===== src/rtl/xtea_rk_pkg.sv =====
// Package for the rolling-key XTEA encryptor: widths, codes, state type.
// Depends on nothing; every other file in rtl/ imports it.
package xtea_rk_pkg;

  localparam int unsigned WORD_W    = 32;
  localparam int unsigned CFG_IDX_W = 3;
  localparam int unsigned NUM_KEYS  = 4;
  localparam int unsigned KEY_IDX_W = 2;

  localparam logic [WORD_W-1:0] XTEA_DELTA = 32'h9E3779B9;

  typedef logic [WORD_W-1:0] word_t;

  // Operation carried by the op field of an input transaction.
  typedef enum logic {
    OP_ENCRYPT = 1'b0,
    OP_RELOAD  = 1'b1
  } op_t;

  // Configuration register indexes.
  typedef enum logic [CFG_IDX_W-1:0] {
    CFG_KEY0 = 3'd0,
    CFG_KEY1 = 3'd1,
    CFG_KEY2 = 3'd2,
    CFG_KEY3 = 3'd3,
    CFG_POLY = 3'd4
  } cfg_idx_t;

  // Sequencer states.
  typedef enum logic {
    ST_IDLE = 1'b0,
    ST_RUN  = 1'b1
  } state_t;

  // Control from the sequencer to the key store.
  typedef struct packed {
    logic reload;
    logic roll;
  } key_ctrl_t;

endpackage


===== src/rtl/xtea_rk_if.sv =====
// Valid/ready channel interfaces for input, result and configuration.
// Depends on xtea_rk_pkg for field widths.
interface xtea_rk_in_if;
  import xtea_rk_pkg::*;
  logic  valid;
  logic  ready;
  logic  op;
  word_t plain_low;
  word_t plain_high;
  modport source (output valid, output op, output plain_low, output plain_high, input ready);
  modport sink (input valid, input op, input plain_low, input plain_high, output ready);
endinterface

interface xtea_rk_out_if;
  import xtea_rk_pkg::*;
  logic  valid;
  logic  ready;
  word_t cipher_low;
  word_t cipher_high;
  modport source (output valid, output cipher_low, output cipher_high, input ready);
  modport sink (input valid, input cipher_low, input cipher_high, output ready);
endinterface

interface xtea_rk_cfg_if;
  import xtea_rk_pkg::*;
  logic                 valid;
  logic                 ready;
  logic [CFG_IDX_W-1:0] index;
  word_t                data;
  modport source (output valid, output index, output data, input ready);
  modport sink (input valid, input index, input data, output ready);
endinterface


===== src/rtl/xtea_rk_half.sv =====
// Shared XTEA half-round unit: one Feistel update of one 32-bit half.
// Depends on xtea_rk_pkg.
module xtea_rk_half (
  input  xtea_rk_pkg::word_t v_acc,
  input  xtea_rk_pkg::word_t v_src,
  input  xtea_rk_pkg::word_t sum,
  input  xtea_rk_pkg::word_t key,
  output xtea_rk_pkg::word_t v_new
);
  import xtea_rk_pkg::*;

  word_t mix;
  word_t sum_key;

  // Mix the other half, add the round key, fold into this half.
  assign mix     = ((v_src << 4) ^ (v_src >> 5)) + v_src;
  assign sum_key = sum + key;
  assign v_new   = v_acc + (mix ^ sum_key);

endmodule


===== src/rtl/xtea_rk_keys.sv =====
// Key store: configured key words, roll polynomial and the active keys.
// Depends on xtea_rk_pkg.
module xtea_rk_keys (
  input  logic                                 clk,
  input  logic                                 rst_n,
  input  logic                                 cfg_we,
  input  logic [xtea_rk_pkg::CFG_IDX_W-1:0]    cfg_idx,
  input  xtea_rk_pkg::word_t                   cfg_data,
  input  xtea_rk_pkg::key_ctrl_t               ctrl,
  input  xtea_rk_pkg::word_t                   roll_first,
  input  logic [xtea_rk_pkg::KEY_IDX_W-1:0]    rd_idx,
  output xtea_rk_pkg::word_t                   rd_key
);
  import xtea_rk_pkg::*;

  word_t key_word_r [NUM_KEYS];
  word_t poly_r;
  word_t active_r   [NUM_KEYS];
  word_t rolled     [NUM_KEYS];

  // One LFSR step per active key word.
  always_comb begin
    for (int i = 0; i < NUM_KEYS; i++) begin
      if (active_r[i][WORD_W-1]) begin
        rolled[i] = ((active_r[i] ^ poly_r) << 1) | word_t'(1);
      end else begin
        rolled[i] = active_r[i] << 1;
      end
    end
  end

  // Configuration registers.
  always_ff @(posedge clk) begin
    if (!rst_n) begin
      for (int i = 0; i < NUM_KEYS; i++) begin
        key_word_r[i] <= '0;
      end
      poly_r <= '0;
    end else if (cfg_we) begin
      unique case (cfg_idx)
        CFG_KEY0: key_word_r[0] <= cfg_data;
        CFG_KEY1: key_word_r[1] <= cfg_data;
        CFG_KEY2: key_word_r[2] <= cfg_data;
        CFG_KEY3: key_word_r[3] <= cfg_data;
        CFG_POLY: poly_r        <= cfg_data;
        default:  ;
      endcase
    end
  end

  // Active keys: cleared by a key write, loaded by reload, rolled after a block.
  always_ff @(posedge clk) begin
    if (!rst_n) begin
      for (int i = 0; i < NUM_KEYS; i++) begin
        active_r[i] <= '0;
      end
    end else begin
      priority if (cfg_we && cfg_idx < CFG_IDX_W'(NUM_KEYS)) begin
        for (int i = 0; i < NUM_KEYS; i++) begin
          active_r[i] <= '0;
        end
      end else if (ctrl.reload) begin
        for (int i = 0; i < NUM_KEYS; i++) begin
          active_r[i] <= key_word_r[i];
        end
      end else if (ctrl.roll) begin
        active_r[0] <= rolled[0] ^ roll_first;
        for (int i = 1; i < NUM_KEYS; i++) begin
          active_r[i] <= rolled[i];
        end
      end else begin
        // Otherwise the active keys hold.
        for (int i = 0; i < NUM_KEYS; i++) begin
          active_r[i] <= active_r[i];
        end
      end
    end
  end

  assign rd_key = active_r[rd_idx];

endmodule


===== src/rtl/xtea_rolling_key_encrypt.sv =====
// XTEA encryptor with rolling keys. One half-round per cycle in a shared unit,
// but the last half-round of a block waits while an old result is not taken.
// A block takes no new transaction while it runs; the input is ready again in
// the same cycle as the result appears. A reload loads the active keys and stays idle.
// Reset clears the sequencer, the result valid flag, the configuration
// registers and the active keys.
module xtea_rolling_key_encrypt #(
  parameter int unsigned ROUNDS = 32
) (
  input logic          clk,
  input logic          rst_n,
  xtea_rk_in_if.sink   in_ch,
  xtea_rk_out_if.source out_ch,
  xtea_rk_cfg_if.sink  cfg_ch
);
  import xtea_rk_pkg::*;

  localparam int unsigned STEPS = 2 * ROUNDS;
  localparam int unsigned CNT_W = (STEPS > 1) ? $clog2(STEPS) : 1;
  localparam logic [CNT_W-1:0] LAST_STEP = CNT_W'(STEPS - 1);

  state_t           state_r, state_nxt;
  logic [CNT_W-1:0] step_r, step_nxt;
  word_t            v0_r, v0_nxt;
  word_t            v1_r, v1_nxt;
  word_t            sum_r, sum_nxt;
  word_t            first_r, first_nxt;
  word_t            cipher_low_r, cipher_low_nxt;
  word_t            cipher_high_r, cipher_high_nxt;
  logic             out_valid_r, out_valid_nxt;

  logic                 phase;
  logic                 commit;
  logic                 in_take;
  key_ctrl_t            key_ctrl;
  logic [KEY_IDX_W-1:0] key_idx;
  word_t                key;
  word_t                half_acc;
  word_t                half_src;
  word_t                half_out;

  // Configuration is always taken.
  assign cfg_ch.ready = 1'b1;

  // Even steps update v0, odd steps update v1.
  assign phase    = step_r[0];
  assign key_idx  = phase ? sum_r[12:11] : sum_r[KEY_IDX_W-1:0];
  assign half_acc = phase ? v1_r : v0_r;
  assign half_src = phase ? v0_r : v1_r;

  xtea_rk_keys u_keys (
    .clk        (clk),
    .rst_n      (rst_n),
    .cfg_we     (cfg_ch.valid),
    .cfg_idx    (cfg_ch.index),
    .cfg_data   (cfg_ch.data),
    .ctrl       (key_ctrl),
    .roll_first (first_r),
    .rd_idx     (key_idx),
    .rd_key     (key)
  );

  xtea_rk_half u_half (
    .v_acc (half_acc),
    .v_src (half_src),
    .sum   (sum_r),
    .key   (key),
    .v_new (half_out)
  );

  assign in_ch.ready = (state_r == ST_IDLE);
  assign in_take     = in_ch.valid && in_ch.ready;
  assign commit      = (state_r == ST_RUN) && (step_r == LAST_STEP) &&
                       (!out_valid_r || out_ch.ready);

  // Sequencer: next state and datapath controls.
  always_comb begin
    state_nxt       = state_r;
    step_nxt        = step_r;
    v0_nxt          = v0_r;
    v1_nxt          = v1_r;
    sum_nxt         = sum_r;
    first_nxt       = first_r;
    cipher_low_nxt  = cipher_low_r;
    cipher_high_nxt = cipher_high_r;
    out_valid_nxt   = out_valid_r && !out_ch.ready;
    key_ctrl        = '0;
    unique case (state_r)
      ST_IDLE: begin
        if (in_take) begin
          if (op_t'(in_ch.op) == OP_RELOAD) begin
            key_ctrl.reload = 1'b1;
          end else begin
            v0_nxt    = in_ch.plain_low;
            v1_nxt    = in_ch.plain_high;
            first_nxt = in_ch.plain_low;
            sum_nxt   = '0;
            step_nxt  = '0;
            state_nxt = ST_RUN;
          end
        end
      end
      ST_RUN: begin
        if (step_r != LAST_STEP) begin
          step_nxt = step_r + CNT_W'(1);
          if (phase) begin
            v1_nxt = half_out;
          end else begin
            v0_nxt  = half_out;
            sum_nxt = sum_r + XTEA_DELTA;
          end
        end else if (commit) begin
          v1_nxt          = half_out;
          cipher_low_nxt  = v0_r;
          cipher_high_nxt = half_out;
          out_valid_nxt   = 1'b1;
          key_ctrl.roll   = 1'b1;
          state_nxt       = ST_IDLE;
        end
      end
      default: state_nxt = ST_IDLE;
    endcase
  end

  // Control registers.
  always_ff @(posedge clk) begin
    if (!rst_n) begin
      state_r     <= ST_IDLE;
      step_r      <= '0;
      out_valid_r <= 1'b0;
    end else begin
      state_r     <= state_nxt;
      step_r      <= step_nxt;
      out_valid_r <= out_valid_nxt;
    end
  end

  // Datapath registers.
  always_ff @(posedge clk) begin
    v0_r          <= v0_nxt;
    v1_r          <= v1_nxt;
    sum_r         <= sum_nxt;
    first_r       <= first_nxt;
    cipher_low_r  <= cipher_low_nxt;
    cipher_high_r <= cipher_high_nxt;
  end

  assign out_ch.valid       = out_valid_r;
  assign out_ch.cipher_low  = cipher_low_r;
  assign out_ch.cipher_high = cipher_high_r;

  // A result appears only as the last half-round of a block commits.
  a_result_from_run: assert property (@(posedge clk) disable iff (!rst_n)
    $rose(out_valid_r) |-> $past(state_r == ST_RUN) && $past(step_r == LAST_STEP))
    else $error("result raised outside the final half-round");

  // The step counter never passes the final half-round.
  a_step_range: assert property (@(posedge clk) disable iff (!rst_n)
    step_r <= LAST_STEP)
    else $error("half-round counter out of range");

  // An encrypt transaction starts the rounds from step zero with a cleared sum.
  a_encrypt_start: assert property (@(posedge clk) disable iff (!rst_n)
    in_take && in_ch.op == OP_ENCRYPT |=> state_r == ST_RUN && step_r == '0 && sum_r == '0)
    else $error("encrypt did not start a fresh block");

  // A reload transaction leaves the block idle and gives no result.
  a_reload_idle: assert property (@(posedge clk) disable iff (!rst_n)
    in_take && in_ch.op == OP_RELOAD |=> state_r == ST_IDLE && !$rose(out_valid_r))
    else $error("reload started a block or gave a result");

endmodule

===== src/flat_wrapper.sv =====
// flat-port wrapper written by rule: the top's interface ports become plain ports
module xtea_rolling_key_encrypt_flat import xtea_rk_pkg::*;
#(
  parameter int unsigned ROUNDS = 32
)
  (clk, rst_n, in_ch_valid, in_ch_op, in_ch_plain_low, in_ch_plain_high, in_ch_ready, out_ch_valid, out_ch_cipher_low, out_ch_cipher_high, out_ch_ready, cfg_ch_valid, cfg_ch_index, cfg_ch_data, cfg_ch_ready);
  xtea_rk_in_if in_ch_i ();
  xtea_rk_out_if out_ch_i ();
  xtea_rk_cfg_if cfg_ch_i ();
  input logic clk;
  input logic rst_n;
  input wire logic [$bits(in_ch_i.valid)-1:0] in_ch_valid;
  input wire logic [$bits(in_ch_i.op)-1:0] in_ch_op;
  input wire logic [$bits(in_ch_i.plain_low)-1:0] in_ch_plain_low;
  input wire logic [$bits(in_ch_i.plain_high)-1:0] in_ch_plain_high;
  output wire logic [$bits(in_ch_i.ready)-1:0] in_ch_ready;
  output wire logic [$bits(out_ch_i.valid)-1:0] out_ch_valid;
  output wire logic [$bits(out_ch_i.cipher_low)-1:0] out_ch_cipher_low;
  output wire logic [$bits(out_ch_i.cipher_high)-1:0] out_ch_cipher_high;
  input wire logic [$bits(out_ch_i.ready)-1:0] out_ch_ready;
  input wire logic [$bits(cfg_ch_i.valid)-1:0] cfg_ch_valid;
  input wire logic [$bits(cfg_ch_i.index)-1:0] cfg_ch_index;
  input wire logic [$bits(cfg_ch_i.data)-1:0] cfg_ch_data;
  output wire logic [$bits(cfg_ch_i.ready)-1:0] cfg_ch_ready;
  assign in_ch_i.valid = in_ch_valid;
  assign in_ch_i.op = in_ch_op;
  assign in_ch_i.plain_low = in_ch_plain_low;
  assign in_ch_i.plain_high = in_ch_plain_high;
  assign in_ch_ready = in_ch_i.ready;
  assign out_ch_valid = out_ch_i.valid;
  assign out_ch_cipher_low = out_ch_i.cipher_low;
  assign out_ch_cipher_high = out_ch_i.cipher_high;
  assign out_ch_i.ready = out_ch_ready;
  assign cfg_ch_i.valid = cfg_ch_valid;
  assign cfg_ch_i.index = cfg_ch_index;
  assign cfg_ch_i.data = cfg_ch_data;
  assign cfg_ch_ready = cfg_ch_i.ready;
  xtea_rolling_key_encrypt #(.ROUNDS(ROUNDS)) u_core (.clk(clk), .rst_n(rst_n), .in_ch(in_ch_i), .out_ch(out_ch_i), .cfg_ch(cfg_ch_i));
endmodule

===== config.mk =====
export PLATFORM = sky130hd
export DESIGN_NAME = xtea_rolling_key_encrypt_flat
export DESIGN_NICKNAME = d
export VERILOG_FILES = /design/src/rtl/xtea_rk_pkg.sv /design/src/rtl/xtea_rk_if.sv /design/src/rtl/xtea_rk_half.sv /design/src/rtl/xtea_rk_keys.sv /design/src/rtl/xtea_rolling_key_encrypt.sv /design/src/flat_wrapper.sv
export SDC_FILE = /design/constraint.sdc
export NUM_CORES = 1
export LEC_CHECK = 0
export ABC_AREA = 1
export BUFFER_PORTS_ARGS = -buffer_cell sky130_fd_sc_hd__buf_2
export CORE_UTILIZATION = 30
export CTS_CLUSTER_DIAMETER = 80
export CTS_CLUSTER_SIZE = 24
export DETAILED_ROUTE_END_ITERATION = 16
export PLACE_DENSITY = 0.53
export SETUP_SLACK_MARGIN = 0.5
export SKIP_LAST_GASP = 1
export SLEW_MARGIN = 20
export SYNTH_ARGS = -nofsm -noshare
export SYNTH_HDL_FRONTEND = slang
export SYNTH_SLANG_ARGS = --single-unit

===== constraint.sdc =====
create_clock -name clk -period 15.66 [get_ports clk]
set_clock_uncertainty 0.2 [all_clocks]
set_input_delay 3.132 -clock clk [delete_from_list [all_inputs] [get_ports clk]]
set_output_delay 3.132 -clock clk [all_outputs]
set_load 0.02 [all_outputs]

# ---- Word-level counts from Yosys, hierarchy flattened
# Memories as Yosys holds them, arrays and structs flattened.
# Index checks and enable logic that the tools add are counted.
dict set report totals {
  regBits 231
  ramBits 256
  wordCells 170
  n_memories 2
}
dict set report op_classes {
  add_sub_neg 5
  magnitude_cmp 1
  eq_ne 12
  n_mux 95
  bitwise_logic 30
  reduce_logical 15
}
# memory words word_bits rd rd_clocked_by_memory_dff write_ports line_no
set mem_list {}
lappend mem_list {u_core.u_keys.active_r 4 32 5 0 4 xtea_rk_keys.sv:18} ;# word_t active_r [NUM_KEYS];
lappend mem_list {u_core.u_keys.key_word_r 4 32 4 0 4 xtea_rk_keys.sv:16} ;# word_t key_word_r [NUM_KEYS];
# cell n
set op_table {}
lappend op_table {{32-bit 2-to-1 mux} 39}
lappend op_table {{32-bit case mux with 2 select lines} 3}
lappend op_table {{31-bit XOR} 4}
lappend op_table {{32-bit adder} 3}
lappend op_table {{32-bit XOR} 2}
lappend op_table {{1-bit 2-to-1 mux} 47}
lappend op_table {{32-bit adder (second input constant)} 1}
lappend op_table {{32-bit by 27-bit XOR with 32-bit output} 1}
lappend op_table {{1-bit OR} 20}
lappend op_table {{6-bit 2-to-1 mux} 3}
lappend op_table {{6-bit case mux with 2 select lines} 1}
lappend op_table {{3-bit AND reduction} 3}
lappend op_table {{2-bit != test (second input constant)} 4}
lappend op_table {{4-bit AND reduction} 2}
lappend op_table {{6-bit by 1-bit adder with 6-bit output (second input constant)} 1}
lappend op_table {{3-bit by 2-bit == test with 1-bit output (second input constant)} 2}
lappend op_table {{6-bit == test (second input constant)} 1}
lappend op_table {{3-bit != test (second input constant)} 2}
lappend op_table {{6-bit != test (second input constant)} 1}
lappend op_table {{1-bit logical AND} 5}
lappend op_table {{3-bit by 1-bit == test with 1-bit output (second input constant)} 1}
lappend op_table {{3-bit == test (second input constant)} 1}
lappend op_table {{3-bit zero test} 1}
lappend op_table {{3-bit < comparator (second input constant)} 1}
lappend op_table {{6 further kinds} 9}

# ---- Logic depth before layout (Yosys ltp)
# Gate-level depths: netlist of run 1.
dict set report logic_depth {
  depth_word 13
  depth_mapped 37
}

# ---- Modules after synthesis
# Synthesis of run 1 repeated with hierarchy kept, for this count alone.
dict set report unflattened {
  hier_cells 3698
  area_unflattened_um2 29806.1
}
# mod instances cells_per_inst area_each_um2 seq_area_each_um2
set by_module_without_submodules {}
lappend by_module_without_submodules {xtea_rk_keys 1 1672 14462.6 8308.0}
lappend by_module_without_submodules {xtea_rolling_key_encrypt 1 944 9116.2 5925.7}
lappend by_module_without_submodules {xtea_rk_half 1 1082 6227.2 0.0}

# ---- Worst setup path before layout of run 1
# Ideal clock, no wire load.
dict set report synth_timing {
  path_type {in2reg}
  start {input port in_ch_valid}
  end {register u_core.sum_r[0] (enable)}
  setup_time_ns 0.507
  arrival_ns 6.541
  setup_slack_ns 8.412
  cell_stages 4
  path_cell_list {inv_1 -> o21ai_0 -> nand2_1 -> a21oi_1}
}
dict set report synth_between {
  elab_chain_len 3
}
# element line_no
set synth_lines {}
lappend synth_lines {{from (decl)} flat_wrapper.sv:12} ;# input wire logic [$bits(in_ch_i.valid)-1:0] in_ch_valid;
lappend synth_lines {{1-bit logical AND} xtea_rolling_key_encrypt.sv:72} ;# assign in_take = in_ch.valid && in_ch.ready;
lappend synth_lines {{2-bit != test (no source line)} -}
lappend synth_lines {{4-bit AND reduction (no source line)} -}
lappend synth_lines {{to (signal assigned)} xtea_rolling_key_encrypt.sv:142} ;# sum_r <= sum_nxt;
lappend synth_lines {{to (decl)} xtea_rolling_key_encrypt.sv:26} ;# word_t sum_r, sum_nxt;
# No other way between the ends.
# A chain may end at the register's enable or synchronous reset.

==> summary.txt, run 1 <==
Synthesis
  – Post-Syn Area: 29250 sq um
  – Mapped Avg Cell Area: 8.852 sq um
  – Mapped Nets: 3511
  – Seq/Total Area, Yosys: 48.67%
  – Top FF cell, synth: edfxtp_1
  – Library cells used by synthesis: 64
  – Synth Register Bits: 487
  – EDFF count, synth: 448
  – Post-Synthesis Cells: 3304
  – Asr flop ratio synth: 0%
  – Yosys warnings: 0

Pwr
  – Pleak: 13.38 nW
  – Pwr dens: 181.8 nW/um^2
  – Max IR drop VDD: 0.0001239 V

Clocking
  – CTS root buf: clkbuf_16
  – Deepest clock path buffer count: 3
  – Cts bufs inserted: 34
  – # clock sinks: 487
  – CTS tree: done
  – Post-CTS setup buffers: 0
  – Clock Latency Late Sink: 0.63 ns
  – CTS HTree Levels: 2
  – Clock transition at path regs: 0.09 ns
  – Resized Gates After CTS: 0
  – Hold bufs inserted after CTS: 0

Global route
  – Vias in the first global route: 22900
  – Total grt overflow: 0
  – Total GRT Usage: 19.51%
  – Initial antenna violation count: 1
  – Wire length of the first global-routing pass: 145.5 mm
  – Largest net degree at the start of global routing: 74

STA
  – Slew @ Worst Pin: 1.063 ns
  – Final setup TNS: 0 ns
  – Final period util: 44.12%
  – Fmax: 144.7 MHz
  – Final Critical Period: 6.910 ns
  – Max-slew violation count: 0
  – Final hold vios: 0
  – Relative slew slack: 29.14%
  – RSZ-0062 raised after global routing: false
  – # setup viols final: 0

Flow run
  – Max cap viols: 0

Critical path
  – CP Max Fanout: 69
  – CP endpoint kind: register
  – Startpoint types: input pin
  – Data required, critical path: 15.80 ns
  – Arrival @ worst endpoint: 7.05 ns
  – Critical path class: input pin to register

Die
  – Io pins: 172
  – Core box area: 96570 sq um
  – Die height: 314.2 um
  – Initial Util: 30.29%
  – Die area: 98740 sq um
  – Row count: 114
  – Die width: 314.2 um

Finish
  – P&R area growth vs syn: 11.52%
  – Fillers: 10030
  – Post-route design area: 32620 sq um
  – Final net count: 3618
  – Layout cell share with drive strength beyond 1: 10.27%
  – Most frequent cells in the layout: 758 x nand2_1, 448 x edfxtp_1, 346 x nor2_1, 267 x inv_1, 249 x o21ai_0
  – Most common cell after layout, fill and taps aside: nand2_1
  – Finished Layout Cells: 4712
  – Diode count: 0
  – Util after Layout: 33.78%

Route
  – Post-route DRC violation count: 0
  – Via/cell ratio: 4.978
  – Avg WL per Cell: 20.60 um
  – Vias: 23460
  – DR iter-0 viols: 1996
  – DRT Wirelength: 97.06 mm
  – Antenna Nets Post-Route: 0
  – Pre-antenna DRT Iters: 6

Placement
  – DPL Wire Length: 70.55 mm
  – Placed cells: 4651
  – RD Place Congestion: 0.9169
  – Post-DP Area: 31450 sq um
  – Count of buffers from port buffering: 170

Outcome
  – Outcome: finished clean

Min path
  – Min-delay worst type: register to register
-- state kept, by name, summed over array words and instances (netlist names) --
| name | count |
|---|---|
| u_core.out_ch.cipher_low | 32 |
| u_core.first_r | 32 |
| u_core.u_keys.poly_r | 31 |
| u_core.v1_r | 32 |
| u_core.out_ch.cipher_high | 32 |
| u_core.u_keys.active_r | 128 |
| u_core.sum_r | 32 |
| u_core.v0_r | 32 |
| u_core.step_r | 6 |
| u_core.u_keys.key_word_r | 128 |
| u_core.state_r | 1 |
| u_core.out_ch.valid | 1 |
-- cell usage after synthesis (5+ instances only) --
cell / number / share of area [%]
nand2_1: 758 / 9.7
edfxtp_1: 448 / 46
nor2_1: 348 / 4.5
inv_1: 268 / 3.4
o21ai_0: 250 / 4.3
nand3_1: 204 / 3.5
a21oi_1: 188 / 3.2
xor2_1: 165 / 4.9
clkbuf_1: 101 / 1.3
ha_1: 99 / 4.2
xnor2_1: 79 / 2.4
dfxtp_1: 39 / 2.7
and3_1: 31 / 0.66
o22ai_1: 31 / 0.66
o31ai_4: 28 / 2.0
nor3_1: 23 / 0.39
a31oi_1: 20 / 0.43
o21ai_1: 19 / 0.33
a21o_1: 18 / 0.46
nand4_1: 16 / 0.34
o21bai_1: 15 / 0.39
buf_2: 14 / 0.24
nand2_2: 14 / 0.30
and2_1: 11 / 0.24
nand3b_1: 11 / 0.28
buf_1: 9 / 0.12
o21ai_2: 8 / 0.24
o31ai_1: 7 / 0.18
o211ai_1: 6 / 0.15
inv_2: 5 / 0.064
nand2_4: 5 / 0.19
nor2_4: 5 / 0.19
o21a_1: 5 / 0.13
-- area by class of cell --
| type | count | area, sq um | share of cell area (%) |
|---|---|---|---|
| Sequential cell | 487 | 14240 | 43.65 |
| Timing Repair Buffer | 204 | 1106 | 3.391 |
| Multi-Input combinational cell | 2408 | 13460 | 41.28 |
| Tap cell | 1276 | 1597 | 4.895 |
| Clock buffer | 40 | 893.4 | 2.739 |
| Inverter | 276 | 1046 | 3.207 |
| Clock inverter | 21 | 274.0 | 0.8401 |
-- stage by stage --
stage                     total power [mW]  hold WS [ns]  setup WS [ns]
final                                5.931        0.2511          8.750
after global placement               4.978        0.2321          8.109
after global routing                 6.369        0.2692          8.314
after detailed placement             4.976        0.2362          8.025
after CTS                            5.969        0.2560          8.707
after floorplan                      3.988        0.2264          8.412
-- critical path, stage by stage --
cell     delay, ns
buf_2         0.08
buf_4         0.50
inv_1         0.24
nor2_4        0.14
buf_4         0.58
nand2_1       0.24
nand3_2       0.12
buf_4         0.50
nand2_4       0.42
inv_4         0.86
o21ai_1       0.12
-- path summary, 6_finish.rpt --
check | from | end | slack [ns] | cells past startpoint
setup / recovery | rst_n | u_core.u_keys.active_r[0][0]$_DFFE_PP_ | 8.75 | 11
hold / removal | u_core.v0_r[12]$_DFFE_PP_ | u_core.out_ch.cipher_low[12]$_DFFE_PP_ | 0.25 | 0
setup reg to reg | u_core.step_r[0]$_SDFFE_PN0P_ | u_core.out_ch.cipher_high[30]$_DFFE_PP_ | 8.90 | 25
hold reg to reg | u_core.v0_r[12]$_DFFE_PP_ | u_core.out_ch.cipher_low[12]$_DFFE_PP_ | 0.25 | 0
-- where the power goes --
group	internal, mW	switching (mW)	leakage (nW)
sequential	1.67	0.0726	4.74
combinational	1.04	2.17	8.08
clock	0.442	0.538	0.560
total	3.15	2.78	13.4
-- per-layer routing --
layer	vias up	track usage, %	part of all wire [%]
met1	11280	27.14	46
met3	113	1.989	4.5
li1	11440	-	-
met2	618	32.54	47
met5	-	0	0
met4	0	4.446	2.0
-- logic make-up after synthesis --
| group | Yosys count | share of synthesized area [%] |
|---|---|---|
| DFF | 487 | 48.67 |
| adders and majority gates | 102 | 4.441 |
| xor gates and xnor gates | 245 | 7.363 |
| AOI/OAI and AO/OA | 618 | 13.21 |
| and+or+nand+nor | 1442 | 20.72 |
| buffers and inverters | 409 | 5.587 |
| other | 1 | 0.01282 |
No activity file was read; power rests on OpenSTA's default activity.
==> inputs of run 2 (changes only) <==
clock period = 6.55 ns   (was 15.66 ns; I/O delays follow)
==> summary.txt, run 2 (synthesis gave the netlist of run 1 again) <==
Clocking
  – CTS HTree Levels: 2 (unchanged)
  – Resized Gates After CTS: 0 (unchanged)
  – CTS tree: done
  – Clock Latency Late Sink: 0.60 ns (-0.03 ns)
  – Post-CTS setup buffers: 0 (unchanged)
  – Clock transition at path regs: 0.09 ns (about the same)
  – Cts bufs inserted: 34 (unchanged)
  – CTS root buf: clkbuf_16
  – # clock sinks: 487 (unchanged)
  – Deepest clock path buffer count: 3 (unchanged)
  – Hold bufs inserted after CTS: 0 (unchanged)

Global route
  – Total grt overflow: 0 (unchanged)
  – Vias in the first global route: 23130 (+0.98%)
  – Largest net degree at the start of global routing: 69 (-6.8%)
  – Wire length of the first global-routing pass: 146.4 mm (+0.64%)
  – Initial antenna violation count: 2 (+1)
  – Total GRT Usage: 19.67% (+0.16 points)

Flow run
  – Max cap viols: 0 (unchanged)

Finish
  – P&R area growth vs syn: 11.97%
  – Diode count: 0 (unchanged)
  – Most common cell after layout, fill and taps aside: nand2_1
  – Finished Layout Cells: 4728 (+0.34%)
  – Final net count: 3634 (+0.44%)
  – Largest regs: u_core.u_keys.active_r: 128 flops, u_core.u_keys.key_word_r: 128 flops
  – Fillers: 9982 (-0.43%)
  – Most frequent cells in the layout: 758 x nand2_1, 448 x edfxtp_1, 346 x nor2_1, 267 x inv_1, 247 x o21ai_0
  – Layout cell share with drive strength beyond 1: 10.72% (+0.44 points)

Die
  – Die height: 314.2 um (unchanged)
  – Initial Util: 30.29% (unchanged)
  – Core box area: 96570 sq um (unchanged)
  – Die area: 98740 sq um (unchanged)
  – Die width: 314.2 um (unchanged)
  – Io pins: 172 (unchanged)
  – Row count: 114 (unchanged)

Pwr
  – Switching share of power: 46.46% (-0.44 points)
  – Pleak: 13.46 nW (+0.66%)
  – Pint: 7.578 mW (+140%)
  – Sw power: 6.577 mW (+140%)
  – Clock power frac: 16.5% (about the same)
  – Combinational share of power: 54.1% (about the same)
  – Reg power frac: 29.4% (about the same)
  – Max IR drop VDD: 0.0003629 V (+190%)
  – Pwr dens: 432.2 nW/um^2 (+140%)

Route
  – Via/cell ratio: 4.995 (+0.35%)
  – DR iter-0 viols: 2017 (+1.1%)
  – Vias: 23620 (+0.69%)
  – DRT Wirelength: 98.16 mm (+1.1%)
  – Antenna Nets Post-Route: 0 (unchanged)
  – Avg WL per Cell: 20.76 um (+0.79%)
  – Pre-antenna DRT Iters: 5 (-1)
  – Post-route DRC violation count: 0 (unchanged)

STA
  – Relative slew slack: 26.06% (-3.1 points)
  – Fmax: 172.7 MHz
  – Final Critical Period: 5.792 ns
  – RSZ-0062 raised after global routing: false
  – # setup viols final: 0 (unchanged)
  – Final setup TNS: 0 ns (unchanged)
  – Final period util: 88.42%
  – Max-slew violation count: 0 (unchanged)
  – Final hold vios: 0 (unchanged)
  – Slew @ Worst Pin: 1.108 ns (+0.04496 ns)
  – WHS: 0.2448 ns (-0.006367 ns)

Critical path
  – Startpoint types: register
  – CP Max Fanout: 56 (-19%)
  – Arrival @ worst endpoint: 5.94 ns (-1.11 ns)
  – CP endpoint kind: register
  – Data required, critical path: 6.70 ns (-9.10 ns)
  – Critical path class: register to register

Outcome
  – Outcome: finished clean

Placement
  – DPL Wire Length: 71.19 mm (+0.91%)
  – RD Place Congestion: 0.9144 (-0.27%)
  – Placed cells: 4667 (+0.34%)
  – Count of buffers from port buffering: 170 (unchanged)

Min path
  – Min-delay worst type: register to register
[run 2: per-layer routing]
| metal | wire [um] | vias up | track usage, % |
|---|---|---|---|
| li1 | - | 11450 | - |
| met1 | 44660 | 11410 | 27.17 |
| met2 | 46820 | 663 | 33.27 |
| met3 | 4714 | 93 | 1.746 |
| met4 | 1955 | 2 | 4.368 |
| met5 | 17 | - | 0 |
[run 2: cell type report]
| type | count | area (sq um) | area share [%] |
|---|---|---|---|
| Tap cell | 1276 | 1597 | 4.875 |
| Clock buffer | 40 | 904.6 | 2.762 |
| Clock inverter | 21 | 256.5 | 0.7833 |
| Inverter | 276 | 1045 | 3.190 |
| Timing Repair Buffer | 220 | 1239 | 3.783 |
| Multi-Input combinational cell | 2408 | 13470 | 41.13 |
| Sequential cell | 487 | 14240 | 43.47 |
[run 2: final timing paths]
check | start | endpoint | slack (ns) | cells after the start
worst min register to register | u_core.v0_r[2]$_DFFE_PP_ | u_core.out_ch.cipher_low[2]$_DFFE_PP_ | 0.24 | 0
worst min-delay path | u_core.v0_r[2]$_DFFE_PP_ | u_core.out_ch.cipher_low[2]$_DFFE_PP_ | 0.24 | 0
worst max-delay path | u_core.step_r[0]$_SDFFE_PN0P_ | u_core.v1_r[25]$_DFFE_PP_ | 0.76 | 22
worst max register to register | u_core.step_r[0]$_SDFFE_PN0P_ | u_core.v1_r[25]$_DFFE_PP_ | 0.76 | 22
[run 2: power by group through the flow]
stage               combinational (mW)  clock, mW  sequential [mW]
finish                            7.66       2.34             4.16
floorplan                         5.38          0             4.15
CTS                               7.68       2.39             4.16
global route                      8.51       2.49             4.19
global placement                  7.63          0             4.23
detailed placement                7.64          0             4.23
[run 2: worst max-delay path, cell delays in order (launching register included)]
cell and delay, ns:
dfxtp_2 0.39, inv_2 0.05, buf_4 0.27, o21ai_0 0.84
xor2_1 0.16, ha_1 0.41, a21oi_1 0.27, nand2_1 0.17
a21oi_1 0.14, nand2_1 0.20, a21oi_1 0.27, o21ai_0 0.13
xor2_1 0.20, ha_1 0.37, nand2_1 0.12, nor2_1 0.18
inv_1 0.10, nor2_1 0.14, nand2_1 0.06, o21ai_0 0.49
nand2_1 0.14, nand3_1 0.16, nand2_1 0.07
[run 2: per-stage QoR]
| stage | setup slack [ns] | utilization (%) | cell area [sq um] | power [mW] |
|---|---|---|---|---|
| finish | 0.7582 | 33.91 | 32750 | 14.15 |
| global route | 0.5065 | 33.91 | 32750 | 15.18 |
| CTS | 0.7822 | 33.90 | 32740 | 14.22 |
| detailed placement | 0.8274 | 32.70 | 31580 | 11.87 |
| global placement | 0.7709 | 32.70 | 31580 | 11.86 |
| floorplan | 1.124 | - | 29250 | 9.536 |
==> inputs of run 3 (changes only) <==
CORE_UTILIZATION = 60   (was 30)
PLACE_DENSITY = 0.87   (was 0.53)
==> summary.txt, run 3 (synthesis gave the netlist of run 1 again) <==
Finish
  – P&R area growth vs syn: 7.773%
  – Post-route design area: 31520 sq um (-3.7%)
  – Area of the multi-input gates: 13470 sq um (about the same)
  – Final net count: 3618 (-0.44%)
  – Largest regs: u_core.u_keys.active_r: 128 flops, u_core.u_keys.key_word_r: 128 flops
  – Layout cell share with drive strength beyond 1: 9.883% (-0.84 points)
  – Most common cell after layout, fill and taps aside: nand2_1
  – Fillers: 3874 (-61%)
  – Util after Layout: 65.74% (+32 points)
  – Sequential standard cell area: 14240 sq um (unchanged)
  – Most frequent cells in the layout: 758 x nand2_1, 448 x edfxtp_1, 346 x nor2_1, 267 x inv_1, 248 x o21ai_0

Route
  – Vias: 24820 (+5.1%)
  – Pre-antenna DRT Iters: 6 (+1)
  – DRT Wirelength: 85.17 mm (-13%)
  – DR iter-0 viols: 3610 (+79%)
  – Post-route DRC violation count: 0 (unchanged)
  – Via/cell ratio: 6.134 (+23%)
  – Antenna Nets Post-Route: 0 (unchanged)
  – Avg WL per Cell: 21.05 um (+1.4%)

STA
  – Final period util: 88.89% (+0.47 points)
  – Final worst setup slack: 0.7277 ns (-0.03051 ns)
  – Final setup TNS: 0 ns (unchanged)
  – # setup viols final: 0 (unchanged)
  – Fmax: 171.8 MHz (-0.52%)
  – Slew @ Worst Pin: 1.046 ns (-0.06189 ns)
  – Final hold vios: 0 (unchanged)
  – Final Critical Period: 5.822 ns (+0.03051 ns)
  – Relative slew slack: 30.12% (+4.1 points)
  – RSZ-0062 raised after global routing: false
  – Max-slew violation count: 0 (unchanged)

Clocking
  – Clock transition at path regs: 0.09 ns (about the same)
  – Clock Latency Late Sink: 0.62 ns (+0.02 ns)
  – Cts bufs inserted: 25 (-26%)
  – CTS tree: done
  – CTS HTree Levels: 1 (-1)
  – # clock sinks: 487 (unchanged)
  – Post-CTS setup buffers: 0 (unchanged)
  – Deepest clock path buffer count: 3 (unchanged)
  – CTS root buf: clkbuf_16

Min path
  – Hold Startpoint: u_core.v0_r[19]$_DFFE_PP_
  – Endpoint, Worst Hold: u_core.out_ch.cipher_low[19]$_DFFE_PP_
  – Min-delay worst type: register to register
  – Hold Path Cell Cnt: 0 (unchanged)

Placement
  – Place WS: 0.7785 ns (-0.04886 ns)
  – RD Place Congestion: 1.008 (+10%)
  – DPL Wire Length: 61.19 mm (-14%)
  – Count of buffers from port buffering: 170 (unchanged)
  – Post-DP Area: 30690 sq um (-2.8%)

Die
  – Row count: 80 (-30%)
  – Die width: 222.8 um (-29%)
  – Core box area: 47950 sq um (-50%)
  – Die height: 222.8 um (-29%)
  – Io pins: 172 (unchanged)
  – Initial Util: 61.00% (+31 points)
  – Die area: 49630 sq um (-50%)

Pwr
  – Combinational share of power: 55.7% (+1.6 points)
  – Switching share of power: 46.11% (-0.35 points)
  – Pint: 7.289 mW (-3.8%)
  – Sw power: 6.237 mW (-5.2%)
  – Pwr dens: 429.1 nW/um^2 (-0.72%)
  – Pleak: 13.25 nW (-1.6%)
  – Clock power frac: 13.5% (-3.0 points)
  – Reg power frac: 30.7% (+1.3 points)
  – Max IR drop VDD: 0.0002857 V (-21%)
  – Total power: 13.53 mW (-4.4%)

Critical path
  – R2R Setup Slk: 0.73 ns (-0.03 ns)
  – CP Max Fanout: 56 (unchanged)
  – Arrival @ worst endpoint: 5.98 ns (+0.04 ns)
  – Worst R2R Path Depth: 20 (-9.1%)
  – Data required, critical path: 6.71 ns (about the same)
  – Reg-to-Reg End: u_core.v1_r[25]$_DFFE_PP_
  – Startpoint types: register
  – CP endpoint kind: register
  – R2R Path Start: u_core.step_r[0]$_SDFFE_PN0P_
  – Critical path class: register to register

Global route
  – Vias in the first global route: 23610 (+2.1%)
  – Total grt overflow: 0 (unchanged)
  – Wire length of the first global-routing pass: 130.5 mm (-11%)
  – Total GRT Usage: 34.00% (+14 points)
  – Largest net degree at the start of global routing: 80 (+16%)
  – Initial antenna violation count: 2 (unchanged)

Flow run
  – Max cap viols: 0 (unchanged)

Outcome
  – Outcome: finished clean
## run 3: worst max-delay path: stages (launching register included)
cell and delay (ns):
dfxtp_2 0.38, inv_2 0.05, buf_4 0.28, o21ai_0 0.85, xor2_1 0.15, ha_1 0.44, nand2_1 0.12, nor2_1 0.23
nand2_1 0.11, o311ai_0 0.73, xnor2_1 0.28, ha_1 0.43, nand2_1 0.11, nor2_1 0.14, inv_1 0.09, nor2_1 0.16
nand2_1 0.07, o21ai_0 0.39, nand2_1 0.12, nand3_1 0.14, nand2_1 0.06
## run 3: worst max path at each step
stage | to | from
floorplan | u_core.sum_r[0]$_SDFFCE_PN0P_ | in_ch_valid
global placement | u_core.v0_r[26]$_DFFE_PP_ | u_core.sum_r[11]$_SDFFCE_PN0P_
detailed placement | u_core.v0_r[26]$_DFFE_PP_ | u_core.sum_r[11]$_SDFFCE_PN0P_
CTS | u_core.v0_r[26]$_DFFE_PP_ | u_core.sum_r[11]$_SDFFCE_PN0P_
global route | u_core.v0_r[26]$_DFFE_PP_ | u_core.sum_r[11]$_SDFFCE_PN0P_
finish | u_core.v1_r[25]$_DFFE_PP_ | u_core.step_r[0]$_SDFFE_PN0P_
## run 3: repair_timing
action	4_1_cts	5_1_grt
hold buffers	0	0
gates resized for setup	0	6
setup endpoints to repair	0	26
## run 3: metal layers
layer / part of all wire [%] / routed length (um) / global-route usage [%]
met4: 3.5 / 2954 / 11.81
met5: 0.032 / 27 / 0
met3: 11 / 9370 / 5.726
met1: 39 / 33160 / 46.40
met2: 47 / 39660 / 54.97
## run 3: area by class of cell
| class | instances | area share, % |
|---|---|---|
| Timing Repair Buffer | 213 | 3.803 |
| Clock buffer | 40 | 2.231 |
| Antenna cell | 1 | 0.007939 |
| Multi-Input combinational cell | 2408 | 42.75 |
| Clock inverter | 6 | 0.2779 |
| Inverter | 276 | 3.326 |
| Sequential cell | 487 | 45.17 |
| Tap cell | 615 | 2.441 |
## run 3: power groups by stage
stage | combinational, mW | clock (mW) | sequential (mW)
2_1_floorplan | 5.38 | 0 | 4.15
3_3_place_gp | 7.28 | 0 | 4.21
3_5_place_dp | 7.36 | 0 | 4.22
4_1_cts | 7.39 | 1.84 | 4.15
5_1_grt | 8.24 | 1.94 | 4.17
6_report | 7.54 | 1.83 | 4.16
## run 3: through the flow
| step | hold slack (ns) | std cells |
|---|---|---|
| 3_3_place_gp | 0.2286 | 3998 |
| 6_report | 0.2572 | 4046 |
| 4_1_cts | 0.2529 | 4044 |
| 3_5_place_dp | 0.2331 | 3998 |
| 2_1_floorplan | 0.2264 | 3304 |
| 5_1_grt | 0.2635 | 4045 |
